### config.mk
export PLATFORM = sky130hd
export DESIGN_NAME = selectable_in_place_sorter_core
export DESIGN_NICKNAME = d
export VERILOG_FILES = /design/src/hw/rtl/sips_pkg.sv /design/src/hw/rtl/sips_store.sv /design/src/hw/rtl/sips_seq.sv /design/src/hw/rtl/selectable_in_place_sorter_core.sv
export SDC_FILE = /design/constraint.sdc
export NUM_CORES = 1
export LEC_CHECK = 0
export BUFFER_PORTS_ARGS = -buffer_cell sky130_fd_sc_hd__buf_2
export CAP_MARGIN = 20
export CORE_AREA = 2 2 226 228
export CTS_BUF_LIST = sky130_fd_sc_hd__clkbuf_16
export DETAILED_ROUTE_END_ITERATION = 8
export DIE_AREA = 0 0 228 230
export PLACE_DENSITY = 0.84
export REMOVE_ABC_BUFFERS = 1
export SYNTH_ARGS = -nofsm -noshare
export SYNTH_HDL_FRONTEND = slang
export SYNTH_SLANG_ARGS = --single-unit
### constraint.sdc
create_clock -name clk -period 4.3 [get_ports clk]
set_input_delay 0.215 -clock clk [delete_from_list [all_inputs] [get_ports clk]]
set_output_delay 0.215 -clock clk [all_outputs]
set_load 0.1 [all_outputs]
### src/hw/rtl/sips_pkg.sv
// Shared constants and types for the selectable in-place sorter.
package sips_pkg;

  localparam int COUNT_DEF      = 32;
  localparam int VALUE_BITS_DEF = 16;

  localparam int IN_W     = 16;
  localparam int OUT_W    = 16;
  localparam int CMP_W    = 12;
  localparam int METHOD_W = 2;

  // sort_method register codes
  localparam logic [METHOD_W-1:0] METHOD_SELECT = 2'd0;
  localparam logic [METHOD_W-1:0] METHOD_BUBBLE = 2'd1;
  localparam logic [METHOD_W-1:0] METHOD_INSERT = 2'd2;

  typedef enum logic [1:0] {
    SORT_SELECT,
    SORT_BUBBLE,
    SORT_INSERT
  } sort_t;

  typedef enum logic [2:0] {
    S_LOAD,
    S_READ,
    S_CMP,
    S_SWRD,
    S_SWA,
    S_SWB,
    S_ORD,
    S_OUT
  } state_t;

  typedef struct packed {
    logic busy;
    logic out_valid;
    logic out_last;
  } status_t;

endpackage

### src/hw/rtl/sips_store.sv
// Value store: one write port, two registered read ports.
module sips_store #(
  parameter int DEPTH = sips_pkg::COUNT_DEF,
  parameter int WIDTH = sips_pkg::VALUE_BITS_DEF,
  localparam int AW   = (DEPTH > 1) ? $clog2(DEPTH) : 1
) (
  input  logic             clk,
  input  logic             wr_en,
  input  logic [AW-1:0]    wr_addr,
  input  logic [WIDTH-1:0] wr_data,
  input  logic             rd_en,
  input  logic [AW-1:0]    rd_addr_a,
  input  logic [AW-1:0]    rd_addr_b,
  output logic [WIDTH-1:0] rd_data_a,
  output logic [WIDTH-1:0] rd_data_b
);

  logic [WIDTH-1:0] mem [DEPTH];

  // write one word
  always_ff @(posedge clk) begin
    if (wr_en) begin
      mem[wr_addr] <= wr_data;
    end
  end

  // read two words, hold when idle
  always_ff @(posedge clk) begin
    if (rd_en) begin
      rd_data_a <= mem[rd_addr_a];
      rd_data_b <= mem[rd_addr_b];
    end
  end

endmodule

### src/hw/rtl/sips_seq.sv
// Sequencer: load, sort in place through the store, then stream the result.
module sips_seq #(
  parameter int COUNT      = sips_pkg::COUNT_DEF,
  parameter int VALUE_BITS = sips_pkg::VALUE_BITS_DEF,
  localparam int IDX_W     = (COUNT > 1) ? $clog2(COUNT) : 1
) (
  input  logic                          clk,
  input  logic                          rst_n,
  input  logic                          in_start,
  input  logic [VALUE_BITS-1:0]         in_word,
  input  logic [sips_pkg::METHOD_W-1:0] method,
  output sips_pkg::status_t             status,
  output logic [sips_pkg::CMP_W-1:0]    cmp_total,
  output logic                          wr_en,
  output logic [IDX_W-1:0]              wr_addr,
  output logic [VALUE_BITS-1:0]         wr_data,
  output logic                          rd_en,
  output logic [IDX_W-1:0]              rd_addr_a,
  output logic [IDX_W-1:0]              rd_addr_b,
  input  logic [VALUE_BITS-1:0]         rd_data_a,
  input  logic [VALUE_BITS-1:0]         rd_data_b
);

  localparam logic [IDX_W-1:0] ONE    = IDX_W'(1);
  localparam logic [IDX_W-1:0] TWO    = IDX_W'(2);
  localparam logic [IDX_W-1:0] LAST   = IDX_W'(COUNT - 1);
  localparam logic [IDX_W-1:0] PENULT = IDX_W'(COUNT - 2);
  localparam logic [IDX_W:0]   BUB_END = (IDX_W + 1)'(COUNT - 2);
  localparam logic [sips_pkg::CMP_W-1:0] CMP_ONE = sips_pkg::CMP_W'(1);

  sips_pkg::state_t state_r, state_nxt;
  sips_pkg::sort_t  method_r, method_nxt, method_dec;
  logic [IDX_W-1:0] load_cnt_r, load_cnt_nxt;
  logic [IDX_W-1:0] outer_r, outer_nxt;
  logic [IDX_W-1:0] inner_r, inner_nxt;
  logic [IDX_W-1:0] min_r, min_nxt;
  logic [IDX_W-1:0] sp_r, sp_nxt;
  logic [IDX_W-1:0] sq_r, sq_nxt;
  logic [sips_pkg::CMP_W-1:0] cmp_r, cmp_nxt;
  logic [IDX_W-1:0] min_sel;
  logic [IDX_W:0]   bub_sum;
  logic             next_step;
  logic             done;

  // decode the method register; the unused code falls back to selection
  always_comb begin
    unique case (method)
      sips_pkg::METHOD_BUBBLE: method_dec = sips_pkg::SORT_BUBBLE;
      sips_pkg::METHOD_INSERT: method_dec = sips_pkg::SORT_INSERT;
      default:                 method_dec = sips_pkg::SORT_SELECT;
    endcase
  end

  assign min_sel = (rd_data_a < rd_data_b) ? inner_r : min_r;
  assign bub_sum = {1'b0, inner_r} + {1'b0, outer_r};

  // state and index registers
  always_ff @(posedge clk) begin
    if (!rst_n) begin
      state_r    <= sips_pkg::S_LOAD;
      method_r   <= sips_pkg::SORT_SELECT;
      load_cnt_r <= '0;
      outer_r    <= '0;
      inner_r    <= '0;
      min_r      <= '0;
      cmp_r      <= '0;
    end else begin
      state_r    <= state_nxt;
      method_r   <= method_nxt;
      load_cnt_r <= load_cnt_nxt;
      outer_r    <= outer_nxt;
      inner_r    <= inner_nxt;
      min_r      <= min_nxt;
      cmp_r      <= cmp_nxt;
    end
  end

  // swap addresses
  always_ff @(posedge clk) begin
    sp_r <= sp_nxt;
    sq_r <= sq_nxt;
  end

  // next state and store access
  always_comb begin
    state_nxt    = state_r;
    method_nxt   = method_r;
    load_cnt_nxt = load_cnt_r;
    outer_nxt    = outer_r;
    inner_nxt    = inner_r;
    min_nxt      = min_r;
    sp_nxt       = sp_r;
    sq_nxt       = sq_r;
    cmp_nxt      = cmp_r;
    wr_en        = 1'b0;
    wr_addr      = load_cnt_r;
    wr_data      = in_word;
    rd_en        = 1'b0;
    rd_addr_a    = inner_r;
    rd_addr_b    = min_r;
    next_step    = 1'b0;
    done         = 1'b0;

    unique case (state_r)
      sips_pkg::S_LOAD: begin
        if (in_start) begin
          wr_en = 1'b1;
          if (load_cnt_r == LAST) begin
            load_cnt_nxt = '0;
            method_nxt   = method_dec;
            cmp_nxt      = '0;
            state_nxt    = sips_pkg::S_READ;
            unique case (method_dec)
              sips_pkg::SORT_BUBBLE: begin
                outer_nxt = '0;
                inner_nxt = '0;
              end
              sips_pkg::SORT_INSERT: begin
                outer_nxt = ONE;
                inner_nxt = ONE;
              end
              default: begin
                outer_nxt = '0;
                min_nxt   = '0;
                inner_nxt = ONE;
              end
            endcase
          end else begin
            load_cnt_nxt = load_cnt_r + ONE;
          end
        end
      end

      sips_pkg::S_READ: begin
        rd_en = 1'b1;
        unique case (method_r)
          sips_pkg::SORT_BUBBLE: begin
            rd_addr_a = inner_r;
            rd_addr_b = inner_r + ONE;
          end
          sips_pkg::SORT_INSERT: begin
            rd_addr_a = inner_r - ONE;
            rd_addr_b = inner_r;
          end
          default: begin
            rd_addr_a = inner_r;
            rd_addr_b = min_r;
          end
        endcase
        state_nxt = sips_pkg::S_CMP;
      end

      sips_pkg::S_CMP: begin
        cmp_nxt = cmp_r + CMP_ONE;
        unique case (method_r)
          sips_pkg::SORT_BUBBLE: begin
            if (rd_data_a > rd_data_b) begin
              sp_nxt    = inner_r;
              sq_nxt    = inner_r + ONE;
              state_nxt = sips_pkg::S_SWA;
            end else begin
              next_step = 1'b1;
            end
          end
          sips_pkg::SORT_INSERT: begin
            if (rd_data_a > rd_data_b) begin
              sp_nxt    = inner_r - ONE;
              sq_nxt    = inner_r;
              state_nxt = sips_pkg::S_SWA;
            end else begin
              next_step = 1'b1;
            end
          end
          default: begin
            min_nxt = min_sel;
            if (inner_r == LAST) begin
              if (min_sel != outer_r) begin
                sp_nxt    = outer_r;
                sq_nxt    = min_sel;
                state_nxt = sips_pkg::S_SWRD;
              end else begin
                next_step = 1'b1;
              end
            end else begin
              inner_nxt = inner_r + ONE;
              state_nxt = sips_pkg::S_READ;
            end
          end
        endcase
      end

      sips_pkg::S_SWRD: begin
        rd_en     = 1'b1;
        rd_addr_a = sp_r;
        rd_addr_b = sq_r;
        state_nxt = sips_pkg::S_SWA;
      end

      sips_pkg::S_SWA: begin
        wr_en     = 1'b1;
        wr_addr   = sp_r;
        wr_data   = rd_data_b;
        state_nxt = sips_pkg::S_SWB;
      end

      sips_pkg::S_SWB: begin
        wr_en   = 1'b1;
        wr_addr = sq_r;
        wr_data = rd_data_a;
        unique case (method_r)
          sips_pkg::SORT_INSERT: begin
            // moving into the front position: the bound check still counts
            if (inner_r == ONE) begin
              cmp_nxt   = cmp_r + CMP_ONE;
              next_step = 1'b1;
            end else begin
              inner_nxt = inner_r - ONE;
              state_nxt = sips_pkg::S_READ;
            end
          end
          default: next_step = 1'b1;
        endcase
      end

      sips_pkg::S_ORD: begin
        rd_en     = 1'b1;
        rd_addr_a = inner_r;
        state_nxt = sips_pkg::S_OUT;
      end

      sips_pkg::S_OUT: begin
        if (inner_r == LAST) begin
          state_nxt = sips_pkg::S_LOAD;
        end else begin
          inner_nxt = inner_r + ONE;
          rd_en     = 1'b1;
          rd_addr_a = inner_r + ONE;
        end
      end

      default: state_nxt = sips_pkg::S_LOAD;
    endcase

    // advance the loop indices after a finished compare step
    if (next_step) begin
      unique case (method_r)
        sips_pkg::SORT_BUBBLE: begin
          if (bub_sum == BUB_END) begin
            if (outer_r == PENULT) begin
              done = 1'b1;
            end else begin
              outer_nxt = outer_r + ONE;
              inner_nxt = '0;
              state_nxt = sips_pkg::S_READ;
            end
          end else begin
            inner_nxt = inner_r + ONE;
            state_nxt = sips_pkg::S_READ;
          end
        end
        sips_pkg::SORT_INSERT: begin
          if (outer_r == LAST) begin
            done = 1'b1;
          end else begin
            outer_nxt = outer_r + ONE;
            inner_nxt = outer_r + ONE;
            state_nxt = sips_pkg::S_READ;
          end
        end
        default: begin
          if (outer_r == PENULT) begin
            done = 1'b1;
          end else begin
            outer_nxt = outer_r + ONE;
            min_nxt   = outer_r + ONE;
            inner_nxt = outer_r + TWO;
            state_nxt = sips_pkg::S_READ;
          end
        end
      endcase
    end

    // start the output burst
    if (done) begin
      inner_nxt = '0;
      state_nxt = sips_pkg::S_ORD;
    end
  end

  assign status.busy      = (state_r != sips_pkg::S_LOAD);
  assign status.out_valid = (state_r == sips_pkg::S_OUT);
  assign status.out_last  = (inner_r == LAST);
  assign cmp_total        = cmp_r;

endmodule

### src/hw/rtl/selectable_in_place_sorter_core.sv
// Top level: loads COUNT words, sorts them in place, streams them out ascending.
// Loading writes one word per cycle while start is high. A compare step reads a pair (S_READ) and
// compares it (S_CMP); a swap writes both words back (S_SWA, S_SWB), selection sort first
// rereading them (S_SWRD), all set by the single store write port. Output: after the sort,
// a read state (S_ORD), then COUNT words back to back, never stalled; busy blocks new loads.
// Reset clears counters, method and control; store contents stay undefined.
module selectable_in_place_sorter_core #(
  parameter int COUNT      = sips_pkg::COUNT_DEF,
  parameter int VALUE_BITS = sips_pkg::VALUE_BITS_DEF
) (
  input  logic                          clk,
  input  logic                          rst_n,
  input  logic                          start,
  output logic                          busy,
  input  logic [sips_pkg::IN_W-1:0]     in_load_value,
  output logic                          out_valid,
  output logic [sips_pkg::OUT_W-1:0]    out_sorted_value,
  output logic                          out_final_item,
  output logic [sips_pkg::CMP_W-1:0]    out_comparison_total,
  input  logic                          cfg_wr_en,
  input  logic [sips_pkg::METHOD_W-1:0] cfg_wr_data
);

  localparam int IDX_W = (COUNT > 1) ? $clog2(COUNT) : 1;

  logic [sips_pkg::METHOD_W-1:0] method_r;
  logic [VALUE_BITS-1:0] load_word;
  sips_pkg::status_t     status;
  logic                  wr_en;
  logic [IDX_W-1:0]      wr_addr;
  logic [VALUE_BITS-1:0] wr_data;
  logic                  rd_en;
  logic [IDX_W-1:0]      rd_addr_a;
  logic [IDX_W-1:0]      rd_addr_b;
  logic [VALUE_BITS-1:0] rd_data_a;
  logic [VALUE_BITS-1:0] rd_data_b;

  // hold the sort method register
  always_ff @(posedge clk) begin
    if (!rst_n) begin
      method_r <= sips_pkg::METHOD_SELECT;
    end else if (cfg_wr_en) begin
      method_r <= cfg_wr_data;
    end
  end

  // fit the input word to the store width
  always_comb begin
    load_word = '0;
    for (int i = 0; i < VALUE_BITS && i < sips_pkg::IN_W; i++) begin
      load_word[i] = in_load_value[i];
    end
  end

  // fit the store word to the output width
  always_comb begin
    out_sorted_value = '0;
    for (int i = 0; i < VALUE_BITS && i < sips_pkg::OUT_W; i++) begin
      out_sorted_value[i] = rd_data_a[i];
    end
  end

  sips_seq #(
    .COUNT      (COUNT),
    .VALUE_BITS (VALUE_BITS)
  ) u_seq (
    .clk       (clk),
    .rst_n     (rst_n),
    .in_start  (start),
    .in_word   (load_word),
    .method    (method_r),
    .status    (status),
    .cmp_total (out_comparison_total),
    .wr_en     (wr_en),
    .wr_addr   (wr_addr),
    .wr_data   (wr_data),
    .rd_en     (rd_en),
    .rd_addr_a (rd_addr_a),
    .rd_addr_b (rd_addr_b),
    .rd_data_a (rd_data_a),
    .rd_data_b (rd_data_b)
  );

  sips_store #(
    .DEPTH (COUNT),
    .WIDTH (VALUE_BITS)
  ) u_store (
    .clk       (clk),
    .wr_en     (wr_en),
    .wr_addr   (wr_addr),
    .wr_data   (wr_data),
    .rd_en     (rd_en),
    .rd_addr_a (rd_addr_a),
    .rd_addr_b (rd_addr_b),
    .rd_data_a (rd_data_a),
    .rd_data_b (rd_data_b)
  );

  assign busy           = status.busy;
  assign out_valid      = status.out_valid;
  assign out_final_item = status.out_valid & status.out_last;

endmodule
==> summary by stage <==
Global route
The pin count of the biggest net entering global routing is 65. The first global-routing pass estimated 145000 µm of wire. After global routing, the most crowded layer is met2. The met3 demand-to-capacity share in global routing is 8.16%. The total routing usage reported by global routing is 37.2%. The number of global-route vias before repair was between 20000 and 25000. For this run, global-route usage on met2 was measured as 57.8%. The initial antenna violation count came to 1. The remaining global-route overflow is 0. The global-route track usage on met1 is 46.0%.

Final layout
The post-route netlist has 13.5% of its cells at a drive strength greater than 1. The finished cells cover between 0.03 and 0.04 mm². Once layout is complete, the utilization of the core stands at 69.1%. The area growth from synthesis to layout is 12.4%. The number of filler instances in the final layout is 3456. For this run, the post-layout net count is 2740. After the flow finishes, the layout carries non-filler instances totaling 3404.

Timing
For the pin with the worst max-slew slack, the measured transition is around 1.1 ns. Setup repair after global routing left no endpoint under its margin. The peak clock frequency supported by timing is between 200 and 250 MHz. The clock arrives with 0.0432 ns of skew. The total negative slack is 0 ns. The worst pin sits at a relative slew slack of 26.0%. The final setup slack of the worst path is 0.0704 ns. After layout, the worst path uses 98.4% of the clock period.

The number of hold violations in the final report came to 0. The number of max-slew violations in the final report was 0. For the finished layout, the period the worst path requires is about 4.2 ns. The number of failing setup endpoints in the final timing report is 0.

Critical path
The most used cell along the critical path is sky130_fd_sc_hd__buf_4. The maximum net fanout on the critical path is 58. The classification of the worst setup path is reg2reg. The maximum cell stage delay along the critical path is 0.97 ns. For the worst flop-to-flop path, the logic depth is 11. For flop-to-flop paths, the worst setup slack is 0.07 ns. The signal on the critical path passes through inv_1 > ha_1 > buf_4 > mux2_4 > a22o_1 > nor2_4 > buf_12 > buf_4 > mux2i_1 > a2111oi_0 > a221oi_1. The nature of the critical path startpoint is a flop.

The startpoint of the worst-slack reg-to-reg timing path is u_seq.method_r[1]$_SDFFE_PN0P_. The library cell contributing the largest single delay on the critical path is sky130_fd_sc_hd__a2111oi_0. The worst reg2reg path endpoint is u_store.rd_data_b[4]$_DFFE_PP_.

For the worst setup path, the data arrival time is 4.56 ns. The required time of the critical path is 4.63 ns. The worst setup path is captured at a flop.

Place
The cell count after placement is 3273. The HPWL after detailed placement is between 60000 and 70000 µm. The count of buffers from port buffering is between 50 and 60. The post-detailed-placement cell area is roughly 0.032 mm². The global placement routability congestion is 0.975. The worst setup slack after placement is 0.137 ns.

Drt
The DRC violation total after the first TritonRoute iteration is 3892. Once detail routing completed, the nets flagged for antenna violations numbered 0. The first-pass iteration count of the detailed router is 6. The average vias per placed instance is about 7.1. The wire length per cell is 29.4 µm.

The routed wire length is 99900 µm. After detailed routing, the number of remaining DRC violations is 0. For this block, the via count after detailed routing is 24166.

Pwr
Of the total power, registers draw 53.7%. The fraction of power spent switching nets is 21.2%. IR analysis of the VDD net gives a maximum drop of 0.334 mV. For this design the static power due to leakage is roughly 0.013 µW. In this run, the combinational gates consume 2.5% of the power. The clock network power share is a little over two fifths.

The cell-internal power is 9330 µW. In this run the power density over the cells is between 300 and 400 mW/mm². The switching power summed over all nets is 2510 µW.

Job
The number of violations of the max-capacitance limit is 0.

Clock tree
After clock tree synthesis, the clock-pin slew on the worst setup and hold paths is 0.06 ns. In this run the clock root is driven by a sky130_fd_sc_hd__clkbuf_16. The number of levels in the clock H-tree is 2.

The clock net in this run drives a total of 593 sinks. The clock latency on the worst-skew pair is 0.66 ns. The CTS tree is done.

The maximum clock path buffer count is 3. The TritonCTS buffer count is 60.

Hold path
The startpoint of the most critical hold path is in_load_value[14]. The end point of the worst hold path is u_store.mem[3][14]$_DFFE_PP_. The number of cells on the worst hold path is 3. The worst hold path belongs to the class in2reg.

Logic synthesis
After synthesis, the netlist uses 84 different library cells. After synthesis, the mean cell area works out to 11.8 µm². The cell count after synthesis came out at 2588. The netlist area before placement is 0.0306 mm². The total of flip-flops plus latches after synthesis is between 500 and 600. Of all flip-flops after synthesis, the portion carrying an async set or reset was 0%. The Yosys warning count is 0. The count of flip-flops with a built-in enable after synthesis is 554. The dominant synthesized flop cell is sky130_fd_sc_hd__edfxtp_1. For this run, the register share of the synthesized area comes to between 50% and 60%.

Floorplan
The starting density of the core is approximately three fifths. The horizontal extent of the die is 228 µm. 53 I/O pins were placed.

From bottom edge to top edge, the die measures between 200 and 250 µm. The row count is between 80 and 90. The die footprint is around 0.052 mm². The floorplan step defined a core boundary enclosing 0.0499 mm².

Run status
The run finished with clean final reports.
==> layout by cell type (no fill, tap or decap), types with 45 or more instances in the layout <==
| cell | count |
|---|---|
| sky130_fd_sc_hd__a32oi_1 | 95 |
| sky130_fd_sc_hd__buf_2 | 52 |
| sky130_fd_sc_hd__buf_4 | 124 |
| sky130_fd_sc_hd__clkbuf_16 | 60 |
| sky130_fd_sc_hd__a31oi_1 | 45 |
| sky130_fd_sc_hd__a21oi_1 | 92 |
| sky130_fd_sc_hd__nor2_1 | 71 |
| sky130_fd_sc_hd__nand2_1 | 484 |
| sky130_fd_sc_hd__o22ai_1 | 50 |
| sky130_fd_sc_hd__edfxtp_1 | 554 |
| sky130_fd_sc_hd__nand3_1 | 87 |
| sky130_fd_sc_hd__mux2i_1 | 469 |
==> cells in the mapped netlist, types with 6 or more instances <==
cell	instances	area share, %
sky130_fd_sc_hd__edfxtp_1	554	54
sky130_fd_sc_hd__nand2_1	484	5.9
sky130_fd_sc_hd__mux2i_1	469	15
sky130_fd_sc_hd__nor2_1	99	1.2
sky130_fd_sc_hd__a32oi_1	95	2.7
sky130_fd_sc_hd__a21oi_1	93	1.5
sky130_fd_sc_hd__nand3_1	87	1.4
sky130_fd_sc_hd__buf_2	72	1.2
sky130_fd_sc_hd__clkbuf_1	57	0.70
sky130_fd_sc_hd__o22ai_1	50	1.0
sky130_fd_sc_hd__o21ai_0	46	0.75
sky130_fd_sc_hd__a31oi_1	45	0.92
sky130_fd_sc_hd__buf_4	39	0.96
sky130_fd_sc_hd__dfxtp_1	39	2.5
sky130_fd_sc_hd__ha_1	37	1.5
sky130_fd_sc_hd__inv_1	36	0.44
sky130_fd_sc_hd__a221oi_1	21	0.60
sky130_fd_sc_hd__xor2_1	18	0.51
sky130_fd_sc_hd__nor4_1	17	0.35
sky130_fd_sc_hd__xnor2_1	14	0.40
sky130_fd_sc_hd__nand4_1	13	0.27
sky130_fd_sc_hd__and3_1	11	0.22
sky130_fd_sc_hd__a2111oi_0	10	0.29
sky130_fd_sc_hd__nor2b_1	10	0.20
sky130_fd_sc_hd__and2_1	9	0.18
sky130_fd_sc_hd__nand2b_1	9	0.18
sky130_fd_sc_hd__buf_6	8	0.29
sky130_fd_sc_hd__nor3_1	8	0.13
sky130_fd_sc_hd__a32o_1	7	0.23
sky130_fd_sc_hd__buf_1	7	0.086
sky130_fd_sc_hd__o21a_1	7	0.17
sky130_fd_sc_hd__o32ai_1	7	0.20
sky130_fd_sc_hd__a2111oi_1	6	0.20
sky130_fd_sc_hd__a211oi_1	6	0.15
sky130_fd_sc_hd__or3_1	6	0.12
==> metrics by stage <==
stage          total power [µW]  hold WS, ns
2_1_floorplan              6620        0.333
3_3_place_gp               6730        0.457
3_5_place_dp               6750        0.470
4_1_cts                   11800        0.158
5_1_grt                   12100        0.161
6_report                  11800        0.143
==> sequential cells by signal, summed over array words and instances (netlist names) <==
register and flops:
method_r 2, u_seq.cmp_total 12, u_seq.inner_r 5, u_seq.load_cnt_r 5, u_seq.method_r 2, u_seq.min_r 5
u_seq.outer_r 5, u_seq.sp_r 5, u_seq.sq_r 5, u_seq.state_r 3, u_store.mem 512, u_store.rd_data_a 16
u_store.rd_data_b 16
==> logic make-up after synthesis <==
logic type	synth area share [%]
AOI/OAI and AO/OA	10.2
xor gates and xnor gates	0.915
adders and majority gates	1.58
buffers and inverters	3.68
DFF	56.8
muxes	15.6
and+or+nand+nor	11.3
==> critical path: cells and delay by family (launching register included) <==
kind	cells	cell delay, ns
flops	1	0.36
fa+ha+maj	1	0.23
mux	2	0.44
compound gates	3	1.44
buf+inv	4	0.97
simple gates	1	0.43
==> how the worst max path moves through the flow <==
stage	startpoint	end	slack [ns]	depth (start not counted)
2_1_floorplan	u_seq.inner_r[0]$_SDFF_PP0_	u_store.rd_data_a[14]$_DFFE_PP_	-6.85	11
3_3_place_gp	u_seq.method_r[0]$_SDFFE_PN0P_	u_store.rd_data_b[4]$_DFFE_PP_	0.15	10
3_5_place_dp	u_seq.method_r[1]$_SDFFE_PN0P_	u_store.rd_data_b[0]$_DFFE_PP_	0.14	11
4_1_cts	u_seq.method_r[1]$_SDFFE_PN0P_	u_store.rd_data_b[0]$_DFFE_PP_	0.09	11
5_1_grt	u_seq.method_r[1]$_SDFFE_PN0P_	u_store.rd_data_b[4]$_DFFE_PP_	0.0004	11
6_report	u_seq.method_r[1]$_SDFFE_PN0P_	u_store.rd_data_b[4]$_DFFE_PP_	0.07	11
==> power groups by stage <==
stage / registers (µW) / clock network (µW) / logic (µW)
2_1_floorplan: 6490 / 0 / 131
3_3_place_gp: 6480 / 0 / 247
3_5_place_dp: 6490 / 0 / 260
4_1_cts: 6360 / 5170 / 266
5_1_grt: 6360 / 5390 / 304
6_report: 6360 / 5180 / 294
==> final cells by class <==
class	count	area, µm²	area share [%]
well taps	672	841	2.44
clock inverters	53	437	1.27
repair buffers	214	1830	5.30
clock buffers	60	1500	4.36
multi-input cells	1774	12300	35.6
diodes	1	2.50	0.00727
inverters	37	139	0.403
flip-flops and latches	593	17400	50.6
==> what timing repair did <==
item / 4_1_cts / 5_1_grt
hold buffers: 5 / 0
endpoints found under the hold margin: 8 / 0
buffers inserted: 0 / 0
resized for setup: 0 / 0
==> per-layer routing <==
layer,up-vias,part of all wire [%]
li1,10024,-
met1,11553,34
met2,2114,45
met3,473,13
met4,2,8.1
met5,-,0.0080
Power figures use the tool's default switching activity.
